--- src/rtl/core/rcm_pkg.sv ---
// Shared types and constants for the reentry corridor monitor.
// Used by rcm_cfg_regs, rcm_axis_logic and reentry_corridor_monitor_top; no dependencies.
package rcm_pkg;

  localparam int unsigned TimerW = 32;
  localparam int unsigned CfgDataW = 32;
  localparam int unsigned CfgIdxW = 3;

  typedef enum logic [1:0] {
    MODE_OTHER    = 2'd0,
    MODE_REENTRY  = 2'd1,
    MODE_SHALLOW  = 2'd2,
    MODE_OVERLOAD = 2'd3
  } mode_e;

  typedef enum logic [1:0] {
    TREQ_NONE     = 2'd0,
    TREQ_REENTRY  = 2'd1,
    TREQ_OVERLOAD = 2'd2,
    TREQ_FAULT    = 2'd3
  } treq_e;

  typedef enum logic [2:0] {
    SREQ_NONE        = 3'd0,
    SREQ_REENTRY     = 3'd1,
    SREQ_CONTINGENCY = 3'd2,
    SREQ_ORBIT       = 3'd3,
    SREQ_FAULT       = 3'd4
  } sreq_e;

  typedef enum logic [CfgIdxW-1:0] {
    CFG_HEAT_FLUX_LIMIT      = 3'd0,
    CFG_OVERLOAD_GRACE_MS    = 3'd1,
    CFG_CATASTROPHIC_MS      = 3'd2,
    CFG_SHALLOW_ANGLE_MDEG   = 3'd3,
    CFG_SKIP_SPEED_CMS       = 3'd4,
    CFG_SKIP_GRACE_MS        = 3'd5,
    CFG_RECOVERY_VSPEED_CMS  = 3'd6,
    CFG_CONTINGENCY_FAULT_MS = 3'd7
  } cfg_idx_e;

  typedef struct packed {
    logic        [31:0] heat_flux_limit;
    logic        [31:0] overload_grace_ms;
    logic        [31:0] catastrophic_ms;
    logic        [16:0] shallow_angle_mdeg;
    logic        [20:0] skip_speed_cms;
    logic        [31:0] skip_grace_ms;
    logic signed [21:0] recovery_vspeed_cms;
    logic        [31:0] contingency_fault_ms;
  } cfg_t;

  typedef struct packed {
    mode_e              flight_mode;
    logic        [31:0] heat_flux;
    logic signed [18:0] path_angle_mdeg;
    logic        [20:0] airspeed_cms;
    logic signed [21:0] vertical_speed_cms;
    logic         [9:0] tick_ms;
  } item_t;

  localparam logic        [31:0] HeatFluxLimitRst      = 32'd1000000;
  localparam logic        [31:0] OverloadGraceRst      = 32'd3000;
  localparam logic        [31:0] CatastrophicRst       = 32'd10000;
  localparam logic        [16:0] ShallowAngleRst       = 17'd1000;
  localparam logic        [20:0] SkipSpeedRst          = 21'd300000;
  localparam logic        [31:0] SkipGraceRst          = 32'd3000;
  localparam logic signed [21:0] RecoveryVspeedRst     = 22'sd0;
  localparam logic        [31:0] ContingencyFaultRst   = 32'd10000;

  // Saturating millisecond accumulate.
  function automatic logic [TimerW-1:0] sat_add(input logic [TimerW-1:0] a,
                                                input logic [9:0] b);
    logic [TimerW:0] sum;
    sum = {1'b0, a} + {{(TimerW-9){1'b0}}, b};
    return sum[TimerW] ? {TimerW{1'b1}} : sum[TimerW-1:0];
  endfunction

endpackage

--- src/rtl/core/reentry_corridor_monitor_top.sv ---
// Top level of the reentry corridor monitor: input register, axis logic, result register.
// Depends on rcm_pkg, rcm_cfg_regs and rcm_axis_logic.
//
// The monitor takes one physics tick per word on the input channel and returns exactly one
// result word per tick, carrying a thermal request and a shallow-corridor request. A word
// lands in an input register, is evaluated by the axis logic (which also updates the thermal,
// shallow and contingency timers) while it waits there, and is captured in the result register
// at the edge on which it moves on, from where it is offered to the consumer. The
// block sustains one word per cycle: the input register refills in the same cycle that its
// word moves on, and it only stalls the input when it is full and the result register is
// held by a stalled consumer. The timers advance strictly in acceptance order, so each tick
// sees the timers left by the previous one. Configuration registers are written through a
// simple write-enable port and should only be changed while no tick is in flight; writes to
// unused indices cannot occur as all eight indices are defined.
module reentry_corridor_monitor_top (
  input  logic                          clk_i,
  input  logic                          rst_ni,

  input  logic                          cfg_we_i,
  input  logic [rcm_pkg::CfgIdxW-1:0]   cfg_index_i,
  input  logic [rcm_pkg::CfgDataW-1:0]  cfg_wdata_i,

  input  logic                          in_valid_i,
  output logic                          in_stall_o,
  input  logic [1:0]                    flight_mode_i,
  input  logic [31:0]                   heat_flux_i,
  input  logic signed [18:0]            path_angle_mdeg_i,
  input  logic [20:0]                   airspeed_cms_i,
  input  logic signed [21:0]            vertical_speed_cms_i,
  input  logic [9:0]                    tick_ms_i,

  output logic                          out_valid_o,
  input  logic                          out_stall_i,
  output logic [1:0]                    thermal_request_o,
  output logic [2:0]                    shallow_request_o
);
  import rcm_pkg::*;

  cfg_t   cfg;
  item_t  item_q;
  logic   in_vld_q;
  logic   out_vld_q;
  treq_e  treq, treq_q;
  sreq_e  sreq, sreq_q;
  logic   advance;
  logic   in_take;

  // The word in the input register moves on whenever the result register is free or is
  // being emptied in this cycle.
  assign advance    = in_vld_q && (!out_vld_q || !out_stall_i);
  assign in_stall_o = in_vld_q && !advance;
  assign in_take    = in_valid_i && !in_stall_o;

  rcm_cfg_regs u_cfg (
    .clk_i       (clk_i),
    .rst_ni      (rst_ni),
    .cfg_we_i    (cfg_we_i),
    .cfg_index_i (cfg_index_i),
    .cfg_wdata_i (cfg_wdata_i),
    .cfg_o       (cfg)
  );

  rcm_axis_logic u_axis (
    .clk_i  (clk_i),
    .rst_ni (rst_ni),
    .step_i (advance),
    .item_i (item_q),
    .cfg_i  (cfg),
    .treq_o (treq),
    .sreq_o (sreq)
  );

  // Input register: valid bit under reset, payload loaded on acceptance only.
  always_ff @(posedge clk_i or negedge rst_ni) begin
    if (!rst_ni) begin
      in_vld_q <= 1'b0;
    end else if (in_take) begin
      in_vld_q <= 1'b1;
    end else if (advance) begin
      in_vld_q <= 1'b0;
    end
  end

  always_ff @(posedge clk_i) begin
    if (in_take) begin
      item_q.flight_mode        <= mode_e'(flight_mode_i);
      item_q.heat_flux          <= heat_flux_i;
      item_q.path_angle_mdeg    <= path_angle_mdeg_i;
      item_q.airspeed_cms       <= airspeed_cms_i;
      item_q.vertical_speed_cms <= vertical_speed_cms_i;
      item_q.tick_ms            <= tick_ms_i;
    end
  end

  // Result register: holds its word until the consumer takes it.
  always_ff @(posedge clk_i or negedge rst_ni) begin
    if (!rst_ni) begin
      out_vld_q <= 1'b0;
    end else if (advance) begin
      out_vld_q <= 1'b1;
    end else if (!out_stall_i) begin
      out_vld_q <= 1'b0;
    end
  end

  always_ff @(posedge clk_i) begin
    if (advance) begin
      treq_q <= treq;
      sreq_q <= sreq;
    end
  end

  assign out_valid_o       = out_vld_q;
  assign thermal_request_o = treq_q;
  assign shallow_request_o = sreq_q;

`ifndef NO_ASSERTIONS
  // An accepted word always occupies the input register in the next cycle.
  a_take_fills: assert property (@(posedge clk_i) disable iff (!rst_ni)
    in_take |=> in_vld_q)
    else $error("accepted word did not reach the input register");

  // The input is only held off while a result is blocked downstream.
  a_stall_cause: assert property (@(posedge clk_i) disable iff (!rst_ni)
    in_stall_o |-> (out_vld_q && out_stall_i && in_vld_q))
    else $error("input stalled without a blocked result");

  // Every word that leaves the input register produces a result.
  a_advance_result: assert property (@(posedge clk_i) disable iff (!rst_ni)
    advance |=> out_vld_q)
    else $error("evaluated word lost before the result register");

  // A tick outside the reentry modes never requests anything.
  a_other_quiet: assert property (@(posedge clk_i) disable iff (!rst_ni)
    (advance && item_q.flight_mode == MODE_OTHER)
      |=> (treq_q == TREQ_NONE && sreq_q == SREQ_NONE))
    else $error("request raised outside the reentry modes");
`endif

endmodule

--- src/rtl/core/rcm_cfg_regs.sv ---
// Configuration register file of the reentry corridor monitor.
// Depends on rcm_pkg for the register index codes, the cfg_t struct and reset values.
module rcm_cfg_regs (
  input  logic                           clk_i,
  input  logic                           rst_ni,
  input  logic                           cfg_we_i,
  input  logic [rcm_pkg::CfgIdxW-1:0]    cfg_index_i,
  input  logic [rcm_pkg::CfgDataW-1:0]   cfg_wdata_i,
  output rcm_pkg::cfg_t                  cfg_o
);
  import rcm_pkg::*;

  cfg_t cfg_q, cfg_d;

  always_comb begin
    cfg_d = cfg_q;
    if (cfg_we_i) begin
      unique case (cfg_idx_e'(cfg_index_i))
        CFG_HEAT_FLUX_LIMIT:      cfg_d.heat_flux_limit      = cfg_wdata_i;
        CFG_OVERLOAD_GRACE_MS:    cfg_d.overload_grace_ms    = cfg_wdata_i;
        CFG_CATASTROPHIC_MS:      cfg_d.catastrophic_ms      = cfg_wdata_i;
        CFG_SHALLOW_ANGLE_MDEG:   cfg_d.shallow_angle_mdeg   = cfg_wdata_i[16:0];
        CFG_SKIP_SPEED_CMS:       cfg_d.skip_speed_cms       = cfg_wdata_i[20:0];
        CFG_SKIP_GRACE_MS:        cfg_d.skip_grace_ms        = cfg_wdata_i;
        CFG_RECOVERY_VSPEED_CMS:  cfg_d.recovery_vspeed_cms  = $signed(cfg_wdata_i[21:0]);
        CFG_CONTINGENCY_FAULT_MS: cfg_d.contingency_fault_ms = cfg_wdata_i;
        default:                  cfg_d = cfg_q;
      endcase
    end
  end

  always_ff @(posedge clk_i or negedge rst_ni) begin
    if (!rst_ni) begin
      cfg_q.heat_flux_limit      <= HeatFluxLimitRst;
      cfg_q.overload_grace_ms    <= OverloadGraceRst;
      cfg_q.catastrophic_ms      <= CatastrophicRst;
      cfg_q.shallow_angle_mdeg   <= ShallowAngleRst;
      cfg_q.skip_speed_cms       <= SkipSpeedRst;
      cfg_q.skip_grace_ms        <= SkipGraceRst;
      cfg_q.recovery_vspeed_cms  <= RecoveryVspeedRst;
      cfg_q.contingency_fault_ms <= ContingencyFaultRst;
    end else begin
      cfg_q <= cfg_d;
    end
  end

  assign cfg_o = cfg_q;

endmodule

--- src/rtl/core/rcm_axis_logic.sv ---
// Thermal and shallow axis evaluation with the three saturating timers.
// Depends on rcm_pkg for the item and configuration structs and the request codes.
module rcm_axis_logic (
  input  logic                         clk_i,
  input  logic                         rst_ni,
  input  logic                         step_i,
  input  rcm_pkg::item_t               item_i,
  input  rcm_pkg::cfg_t                cfg_i,
  output rcm_pkg::treq_e               treq_o,
  output rcm_pkg::sreq_e               sreq_o
);
  import rcm_pkg::*;

  logic [TimerW-1:0] thermal_q, thermal_d;
  logic [TimerW-1:0] shallow_q, shallow_d;
  logic [TimerW-1:0] cont_q, cont_d;

  logic        over_limit;
  logic        flat;
  logic        bounce;
  logic [TimerW-1:0] cont_sum;

  // The signed angle is compared against the unsigned threshold on a common 20-bit scale.
  assign over_limit = item_i.heat_flux > cfg_i.heat_flux_limit;
  assign flat = ($signed({item_i.path_angle_mdeg[18], item_i.path_angle_mdeg})
                 < $signed({3'b000, cfg_i.shallow_angle_mdeg}))
                && (item_i.airspeed_cms > cfg_i.skip_speed_cms);
  assign bounce = item_i.vertical_speed_cms > cfg_i.recovery_vspeed_cms;
  assign cont_sum = sat_add(cont_q, item_i.tick_ms);

  always_comb begin
    thermal_d = thermal_q;
    shallow_d = shallow_q;
    cont_d    = cont_q;
    treq_o    = TREQ_NONE;
    sreq_o    = SREQ_NONE;

    if (item_i.flight_mode == MODE_OTHER) begin
      thermal_d = '0;
      shallow_d = '0;
      cont_d    = '0;
    end else begin
      if (item_i.flight_mode != MODE_SHALLOW) begin
        if (over_limit) begin
          thermal_d = sat_add(thermal_q, item_i.tick_ms);
        end else begin
          thermal_d = '0;
          if (item_i.flight_mode == MODE_OVERLOAD) begin
            treq_o = TREQ_REENTRY;
          end
        end
        if (item_i.flight_mode == MODE_REENTRY && thermal_d > cfg_i.overload_grace_ms) begin
          treq_o = TREQ_OVERLOAD;
        end else if (item_i.flight_mode == MODE_OVERLOAD
                     && thermal_d > cfg_i.catastrophic_ms) begin
          treq_o = TREQ_FAULT;
        end
      end

      if (item_i.flight_mode != MODE_OVERLOAD) begin
        shallow_d = flat ? sat_add(shallow_q, item_i.tick_ms) : '0;
        if (item_i.flight_mode == MODE_REENTRY && shallow_d > cfg_i.skip_grace_ms) begin
          sreq_o = SREQ_CONTINGENCY;
        end else if (item_i.flight_mode == MODE_SHALLOW) begin
          cont_d = cont_sum;
          if (bounce) begin
            sreq_o = SREQ_ORBIT;
            cont_d = '0;
          end else if (!flat) begin
            sreq_o = SREQ_REENTRY;
            cont_d = '0;
          end else if (cont_sum > cfg_i.contingency_fault_ms) begin
            sreq_o = SREQ_FAULT;
          end
        end
      end
    end
  end

  always_ff @(posedge clk_i or negedge rst_ni) begin
    if (!rst_ni) begin
      thermal_q <= '0;
      shallow_q <= '0;
      cont_q    <= '0;
    end else if (step_i) begin
      thermal_q <= thermal_d;
      shallow_q <= shallow_d;
      cont_q    <= cont_d;
    end
  end

endmodule
--- config.mk ---
export PLATFORM = sky130hd
export DESIGN_NAME = reentry_corridor_monitor_top
export DESIGN_NICKNAME = d
export VERILOG_FILES = /design/src/rtl/core/rcm_pkg.sv /design/src/rtl/core/reentry_corridor_monitor_top.sv /design/src/rtl/core/rcm_cfg_regs.sv /design/src/rtl/core/rcm_axis_logic.sv
export SDC_FILE = /design/constraint.sdc
export NUM_CORES = 1
export LEC_CHECK = 0
export ABC_AREA = 1
export BUFFER_PORTS_ARGS = -buffer_cell sky130_fd_sc_hd__buf_2
export CORE_ASPECT_RATIO = 1.1
export CORE_MARGIN = 2
export CORE_UTILIZATION = 57
export DETAILED_ROUTE_END_ITERATION = 8
export GPL_TIMING_DRIVEN = 0
export MAX_ROUTING_LAYER = met4
export PLACE_DENSITY = 0.82
export SLEW_MARGIN = 10
export SYNTH_ARGS = -nofsm -noshare
export SYNTH_HDL_FRONTEND = slang
export SYNTH_SLANG_ARGS = --single-unit
--- constraint.sdc ---
create_clock -name clk_i -period 5.3 [get_ports clk_i]
set_input_delay 1.06 -clock clk_i [delete_from_list [all_inputs] [get_ports clk_i]]
set_output_delay 1.06 -clock clk_i [all_outputs]
set_load 0.05 [all_outputs]
==> results of run 1 <==
-- cell usage in the layout, fill, tap and decap left out, types with 10 or more instances in the layout --
cell type / count
nand3_1: 256
a31oi_1: 33
nand2_1: 858
o21ai_0: 286
buf_6: 16
nand3b_1: 13
nor3_1: 27
a21oi_1: 150
inv_1: 463
edfxtp_1: 111
buf_2: 175
xnor2_1: 14
ha_1: 254
o21ai_1: 35
clkbuf_16: 46
xor2_1: 13
nor2_1: 131
nor3_2: 10
dfstp_2: 45
clkbuf_1: 60
dfrtp_1: 273
nand4_1: 37
nor4_1: 11
-- registers in the layout (all words and copies together), names as in the netlist --
name,cells
u_cfg.cfg_o,220
item_q,106
u_axis.cont_q,32
u_axis.shallow_q,32
u_axis.thermal_q,32
shallow_request_o,3
thermal_request_o,2
in_vld_q,1
out_valid_o,1
-- cell families (layout without fill, tap and decap cells) --
logic type                 Yosys count  count (layout)  synth area share (%)
xor gates and xnor gates            27              27                0.9135
adders and majority gates          257             257                 12.51
other                                0               1                     0
AOI/OAI and AO/OA                  535             535                 10.85
and+or+nand+nor                   1385            1385                 23.12
buffers and inverters              561             800                 8.773
DFF                                429             429                 43.83
-- power groups by stage --
stage / clock (mW) / combinational (mW) / sequential, mW
final: 3.20 / 2.94 / 4.18
after global routing: 3.35 / 3.35 / 4.23
after CTS: 3.22 / 2.90 / 4.17
after detailed placement: 0 / 2.85 / 4.22
after global placement: 0 / 2.74 / 4.22
after floorplan: 0 / 2.08 / 4.16
-- worst max-delay path, stage by stage, from the launching register on --
cell and delay, ps:
edfxtp_1 570, ha_1 310, fa_1 410, nand2_1 70, nand2_1 60, o21ai_2 90
inv_1 60, nand2_1 90, nand3_2 180, nand3_2 170, buf_2 280, a31oi_1 320
ha_1 410, nand2_1 60, nor2_1 120, nand2_1 100, nor2_1 170, nand2_1 70
nand2_1 90, nand3_1 360, nand2_1 430, buf_2 280, nand2_1 80, o21ai_1 90
-- metal layers --
| layer | global-route usage [%] | share of wire [%] | routed length (um) |
|---|---|---|---|
| met4 | 13.00 | 4.3 | 3161 |
| met3 | 5.063 | 9.0 | 6593 |
| met1 | 42.41 | 42 | 30470 |
| met5 | - | 0 | 0 |
| met2 | 50.54 | 45 | 32780 |
-- synth_stat cells, drive strengths merged, types with 3 or more instances --
cell	instances	area share, %
nor4	12	0.31
a31oi	33	0.80
dfrtp	273	26
a21o	8	0.24
xnor2	14	0.47
xor2	13	0.44
or2	7	0.17
edfxtp	111	13
nand3	263	5.3
nand2	865	13
a21boi	3	0.087
nand3b	13	0.38
ha	254	12
nor3	38	0.97
clkbuf	48	0.70
nor2	141	2.2
buf	44	1.3
fa	3	0.23
inv	469	6.8
and2	3	0.073
o21ai	326	6.4
a21oi	153	3.0
o21a	5	0.15
dfstp	45	4.6
nand4	39	1.1
o211ai	4	0.12
-- stage by stage --
stage	hold slack, ps	worst slack (ps)	area [um2]
after floorplan	444.0	1224	25890
after global placement	462.0	-2831	27370
after detailed placement	472.0	548.5	27500
after CTS	395.3	505.8	28970
after global routing	419.0	29.78	28970
final	396.1	328.2	28970
-- cell type report --
class                   instances  area [um2]
flip-flops and latches        429       11350
multi-input cells            2204       12270
plain buffers                  92       510.5
diodes                          1       2.502
repair buffers                156       880.8
well taps                     581       726.9
inverters                     469        1763
clock buffers                  65        1292
clock inverters                18       176.4
fillers                      3744       15730
-- worst min-delay path by stage --
| stage | slack, ps | to | from |
|---|---|---|---|
| 2_1_floorplan | 440 | out_valid_o$_DFFE_PN0P_ | in_vld_q$_DFFE_PN0P_ |
| 3_3_place_gp | 460 | out_valid_o$_DFFE_PN0P_ | in_vld_q$_DFFE_PN0P_ |
| 3_5_place_dp | 470 | u_axis.thermal_q[9]$_DFFE_PN0P_ | u_axis.thermal_q[9]$_DFFE_PN0P_ |
| 6_report | 400 | u_cfg.cfg_o[118]$_DFFE_PN0P_ | rst_ni |
| 5_1_grt | 420 | u_cfg.cfg_o[119]$_DFFE_PN0P_ | rst_ni |
| 4_1_cts | 400 | u_cfg.cfg_o[119]$_DFFE_PN0P_ | rst_ni |
==> summary.md, run 1 <==
| Metric | Value |
|---|---|
| Status | `finished clean` |
| First-pass GRT wire length | `115900 um` |
| Sequential Power Share | `40.5%` |
| Lkg Pwr | `14.40 nW` |
| # rows | `81` |
| Worst r2r src | `item_q[0]$_DFFE_PP_` |
| Die height | `227.5 um` |
| Ys flop type | `dfrtp_1` |
| Share of layout cells above drive strength 1 | `10.81%` |
| Vias | `22.87k` |
| Sw Share | `33.88%` |
| PD cells | `356.2 nW/um2` |
| Fin crit share | `93.81%` |
| Crit path launch type | `flop` |
| Async SR Flop Fraction | `74.13%` |
| CTS root buf | `clkbuf_16` |
| Setup Buffers After CTS | `0` |
| Clock buffer depth | `3` |
| Cells after Synth | `3194` |
| Synth Register Bits | `429` |
| Antenna-violating nets left | `0` |
| Req. time, crit path | `5810 ps` |
| Final-stage net count | `3800` |
| Max VDD drop | `0.3308 mV` |
| Critical R2R Capture | `u_axis.cont_q[16]$_DFFE_PN0P_` |
| DRT iter0 DRCs | `2313` |
| Mapped Area | `25890 um2` |
| Pwr Total | `10.32 mW` |
| H-tree levels | `2` |
| Die X | `207.2 um` |
| Flop2flop setup slack | `330 ps` |
| Fin. max-slew vios | `0` |
| Post-route insts no fill | `4015` |
| Largest net degree at the start of global routing | `114` |
| Clk sink count | `429` |
| Max Cap Viol | `0` |
| DIE AREA | `47140 um2` |
| Fin Clk Skew | `18.99 ps` |
| Initial Utilization | `57.92%` |
| Yosys warns | `0` |
| GRT Resource Usage Total | `32.29%` |
| Worst slew pin tran | `823.2 ps` |
| Inserted Clock Buffers | `45` |
| Total iterations of the first detailed-routing run | `8` |
| PostCTS Resize Cnt | `0` |
| EDFF count, synth | `111` |
| Dpl hpwl | `53490 um` |
| Vias in the first global route | `22.12k` |
| WP data arrival | `5480 ps` |
| I/O Buffers | `152` |
| RSZ-0062 raised after global routing | `false` |
| Internal Dissipation | `6.822 mW` |
| Worst min path class | `input port to async pin` |
| DR WL/cell | `18.18 um` |
| Worst-Skew Late Latency | `600 ps` |
| Gr ovfl total | `0` |
| Register area share after synthesis | `43.83%` |
| Gate power share | `28.5%` |
| Fin util | `64.81%` |
| Routed WL | `73000 um` |
| Initial antenna violation count | `2` |
| Max FO, Critical Path | `10` |
| Crit end category | `flop` |
| Crit path from | `item_q[0]$_DFFE_PP_` |
| Synth cell types | `49` |
| Synth Net Count | `3597` |
| Reg2reg path depth | `23` |
| I/O pin cnt | `153` |
| Fin. Hold Viols | `0` |
| Slew HR | `44.34%` |
| Worst Setup EP | `u_axis.cont_q[16]$_DFFE_PN0P_` |
| Placed Instances | `3931` |
| Gpl congestion | `0.9913` |
| CTS tree | `done` |
| Switching power | `3.495 mW` |
| Clock transition at path regs | `60 ps` |
| Critical path class | `flop to flop` |
| Achievable Freq | `201.1 MHz` |
| Drt drc | `0` |
| Clock power frac | `31.0%` |
| Placeable Area | `44690 um2` |
| Area Growth Syn to Fin | `11.90%` |
| Via density | `5.695` |
| Setup TNS | `0 ps` |
| Tmin final | `4972 ps` |
| Mean area per synthesized cell | `8.105 um2` |
| Final setup viols | `0` |
| Post-cts hold buffer count | `0` |
No activity file was read; power rests on OpenSTA's default activity.
==> run 2, diff against run 1 <==
--- a/config.mk
+++ b/config.mk
@@ -6,7 +6,7 @@
 export NUM_CORES = 1
 export LEC_CHECK = 0
 export ABC_AREA = 1
-export BUFFER_PORTS_ARGS = -buffer_cell sky130_fd_sc_hd__buf_2
+export BUFFER_PORTS_ARGS = -buffer_cell sky130_fd_sc_hd__buf_4
 export CORE_ASPECT_RATIO = 1.1
 export CORE_MARGIN = 2
 export CORE_UTILIZATION = 57
==> constraint.sdc (replaced) <==
create_clock -name clk_i -period 5.3 [get_ports clk_i]
set_input_delay 1.06 -clock clk_i [delete_from_list [all_inputs] [get_ports clk_i]]
set_output_delay 1.06 -clock clk_i [all_outputs]
set_load 0.02 [all_outputs]
==> summary.md, run 2 (synthesis results as in run 1) <==
| Metric | Value |
|---|---|
| I/O Buffers | `152 (unchanged)` |
| Crit path launch type | `flop` |
| Placeable Area | `44690 um2 (unchanged)` |
| Placed Area | `27870 um2 (+1.4%)` |
| Post-cts hold buffer count | `0 (unchanged)` |
| Slew HR | `41.19% (-3.2 points)` |
| Total iterations of the first detailed-routing run | `6 (-2)` |
| Max FFs per register | `220 (unchanged)` |
| Routed WL | `73880 um (+1.2%)` |
| Fin crit share | `95.99% (+2.2 points)` |
| H-tree levels | `2 (unchanged)` |
| PostCTS Resize Cnt | `0 (unchanged)` |
| Commonest non-fill, non-tap cell in the layout | `nand2_1` |
| CTS tree | `done` |
| Fin. max-slew vios | `0 (unchanged)` |
| Final Cell Area | `29480 um2 (+1.8%)` |
| Max FO, Critical Path | `10 (unchanged)` |
| Final-stage net count | `3801 (+0.026%)` |
| Commonest cells after routing, fill and taps aside | `858 x nand2_1, 463 x inv_1, 286 x o21ai_0` |
| Fin. Hold Viols | `0 (unchanged)` |
| Final worst slack | `212.6 ps (-115.6 ps)` |
| First-pass GRT wire length | `115900 um (about the same)` |
| Max VDD drop | `0.4718 mV (+43%)` |
| Antenna-violating nets left | `0 (unchanged)` |
| Placed Instances | `3931 (unchanged)` |
| Vias in the first global route | `21.74k (-1.7%)` |
| Clock buffer depth | `3 (unchanged)` |
| Gpl congestion | `0.9892 (-0.21%)` |
| PD cells | `358.3 nW/um2 (+0.60%)` |
| Clk sink count | `429 (unchanged)` |
| Drt drc | `0 (unchanged)` |
| Share of layout cells above drive strength 1 | `10.80% (about the same)` |
| Inserted Clock Buffers | `46 (+2.2%)` |
| DR WL/cell | `18.39 um (+1.1%)` |
| Post-Place Worst Slack | `466.2 ps (-82.22 ps)` |
| CTS root buf | `clkbuf_16` |
| Crit path from | `item_q[0]$_DFFE_PP_` |
| Pwr Total | `10.56 mW (+2.4%)` |
| Crit end category | `flop` |
| Req. time, crit path | `5840 ps (+30 ps)` |
| Post-route insts no fill | `4018 (+0.075%)` |
| Gr ovfl total | `0 (unchanged)` |
| Status | `finished clean` |
| # rows | `81 (unchanged)` |
| Lkg Pwr | `14.59 nW (+1.3%)` |
| GRT Resource Usage Total | `32.38% (+0.089 points)` |
| Fillers | `3621 (-3.3%)` |
| Reg2reg path depth | `21 (-8.7%)` |
| Critical path class | `flop to flop` |
| Tmin final | `5087 ps (+115.6 ps)` |
| Setup TNS | `0 ps (unchanged)` |
| I/O pin cnt | `153 (unchanged)` |
| Initial antenna violation count | `1 (-1)` |
| Vias | `22.69k (-0.77%)` |
| Die height | `227.5 um (unchanged)` |
| Initial Utilization | `57.92% (unchanged)` |
| Setup Buffers After CTS | `0 (unchanged)` |
| Worst min path class | `input port to async pin` |
| Dpl hpwl | `54120 um (+1.2%)` |
| Fin Clk Skew | `44.88 ps (+25.88 ps)` |
| DIE AREA | `47140 um2 (unchanged)` |
| Worst-Skew Late Latency | `620 ps (+20 ps)` |
| DRT iter0 DRCs | `2209 (-4.5%)` |
| Die X | `207.2 um (unchanged)` |
| Clock transition at path regs | `60 ps (about the same)` |
| Worst slew pin tran | `870.0 ps (+46.73 ps)` |
| Worst r2r src | `item_q[0]$_DFFE_PP_` |
| Final setup viols | `0 (unchanged)` |
| Area Growth Syn to Fin | `13.88%` |
| Max Cap Viol | `0 (unchanged)` |
| Via density | `5.647 (-0.85%)` |
| Achievable Freq | `196.6 MHz (-2.3%)` |
| WP data arrival | `5620 ps (+140 ps)` |
| Largest net degree at the start of global routing | `104 (-8.8%)` |
## run 2: cell count changes in the layout (fill, tap and decap cells not counted)
cell / previous run / this run
bufinv_16: 3 / 5
clkinv_1: 2 / 5
inv_8: 0 / 1
clkinv_2: 9 / 6
clkbuf_8: 7 / 5
clkinv_4: 1 / 0
inv_6: 2 / 0
clkinv_16: 0 / 1
buf_4: 4 / 155
clkbuf_16: 46 / 48
buf_2: 175 / 24
inv_16: 0 / 2
## run 2: path summary, 6_finish.rpt
check,endpoint,slack [ps]
max in group asynchronous,u_cfg.cfg_o[137]$_DFFE_PN1P_,3220
min in group clk_i,out_valid_o$_DFFE_PN0P_,480
hold / removal,u_cfg.cfg_o[120]$_DFFE_PN0P_,380
setup / recovery,u_axis.cont_q[6]$_DFFE_PN0P_,210
setup reg to reg,u_axis.cont_q[6]$_DFFE_PN0P_,210
hold reg to reg,out_valid_o$_DFFE_PN0P_,480
## run 2: layer usage
metal / wire [um] / GRT usage, % / part of all wire (%) / vias up
met4: 2887 / 12.51 / 3.9 / 0
met2: 33480 / 50.59 / 45 / 970
met3: 6701 / 5.711 / 9.1 / 165
met5: 0 / - / 0 / -
li1: - / - / - / 10932
met1: 30820 / 42.37 / 42 / 10622
## run 2: critical path: stages (launching register included)
cell	delay, ps
edfxtp_1	570
ha_1	310
fa_1	410
nand2_1	80
nand2_1	70
o21ai_2	100
o21ai_0	250
a21o_2	340
nand2_1	80
nand2_1	60
a31oi_1	560
ha_1	350
nand2_1	80
nor2_1	50
nand2_1	100
nor2_1	80
a21oi_1	190
nand3_1	440
nand2_1	450
buf_2	310
nand2_1	80
o21ai_1	70
## run 2: stage by stage
| step | hold slack, ps | utilization [%] |
|---|---|---|
| global route | 441.8 | 65.96 |
| finish | 384.9 | 65.96 |
| floorplan | 444.0 | - |
| global placement | 465.1 | 62.10 |
| CTS | 418.1 | 65.95 |
| detailed placement | 470.4 | 62.37 |
## run 2: where the power goes
group          switching (mW)  leakage [nW]  internal (mW)
Clock                    1.43         0.781           2.00
Combinational            1.86          8.72           1.09
Sequential              0.267          5.08           3.92
## run 2: cell type report
cell class | count | area (um2) | area share, %
sequential | 429 | 11350 | 38.49
multi-input combinational | 2204 | 12270 | 41.62
timing repair buffer | 156 | 1259 | 4.270
inverter | 469 | 1763 | 5.980
tap | 581 | 726.9 | 2.466
clock inverter | 21 | 287.8 | 0.9762
buffer | 92 | 510.5 | 1.732
antenna | 1 | 2.502 | 0.008489
clock buffer | 65 | 1315 | 4.461
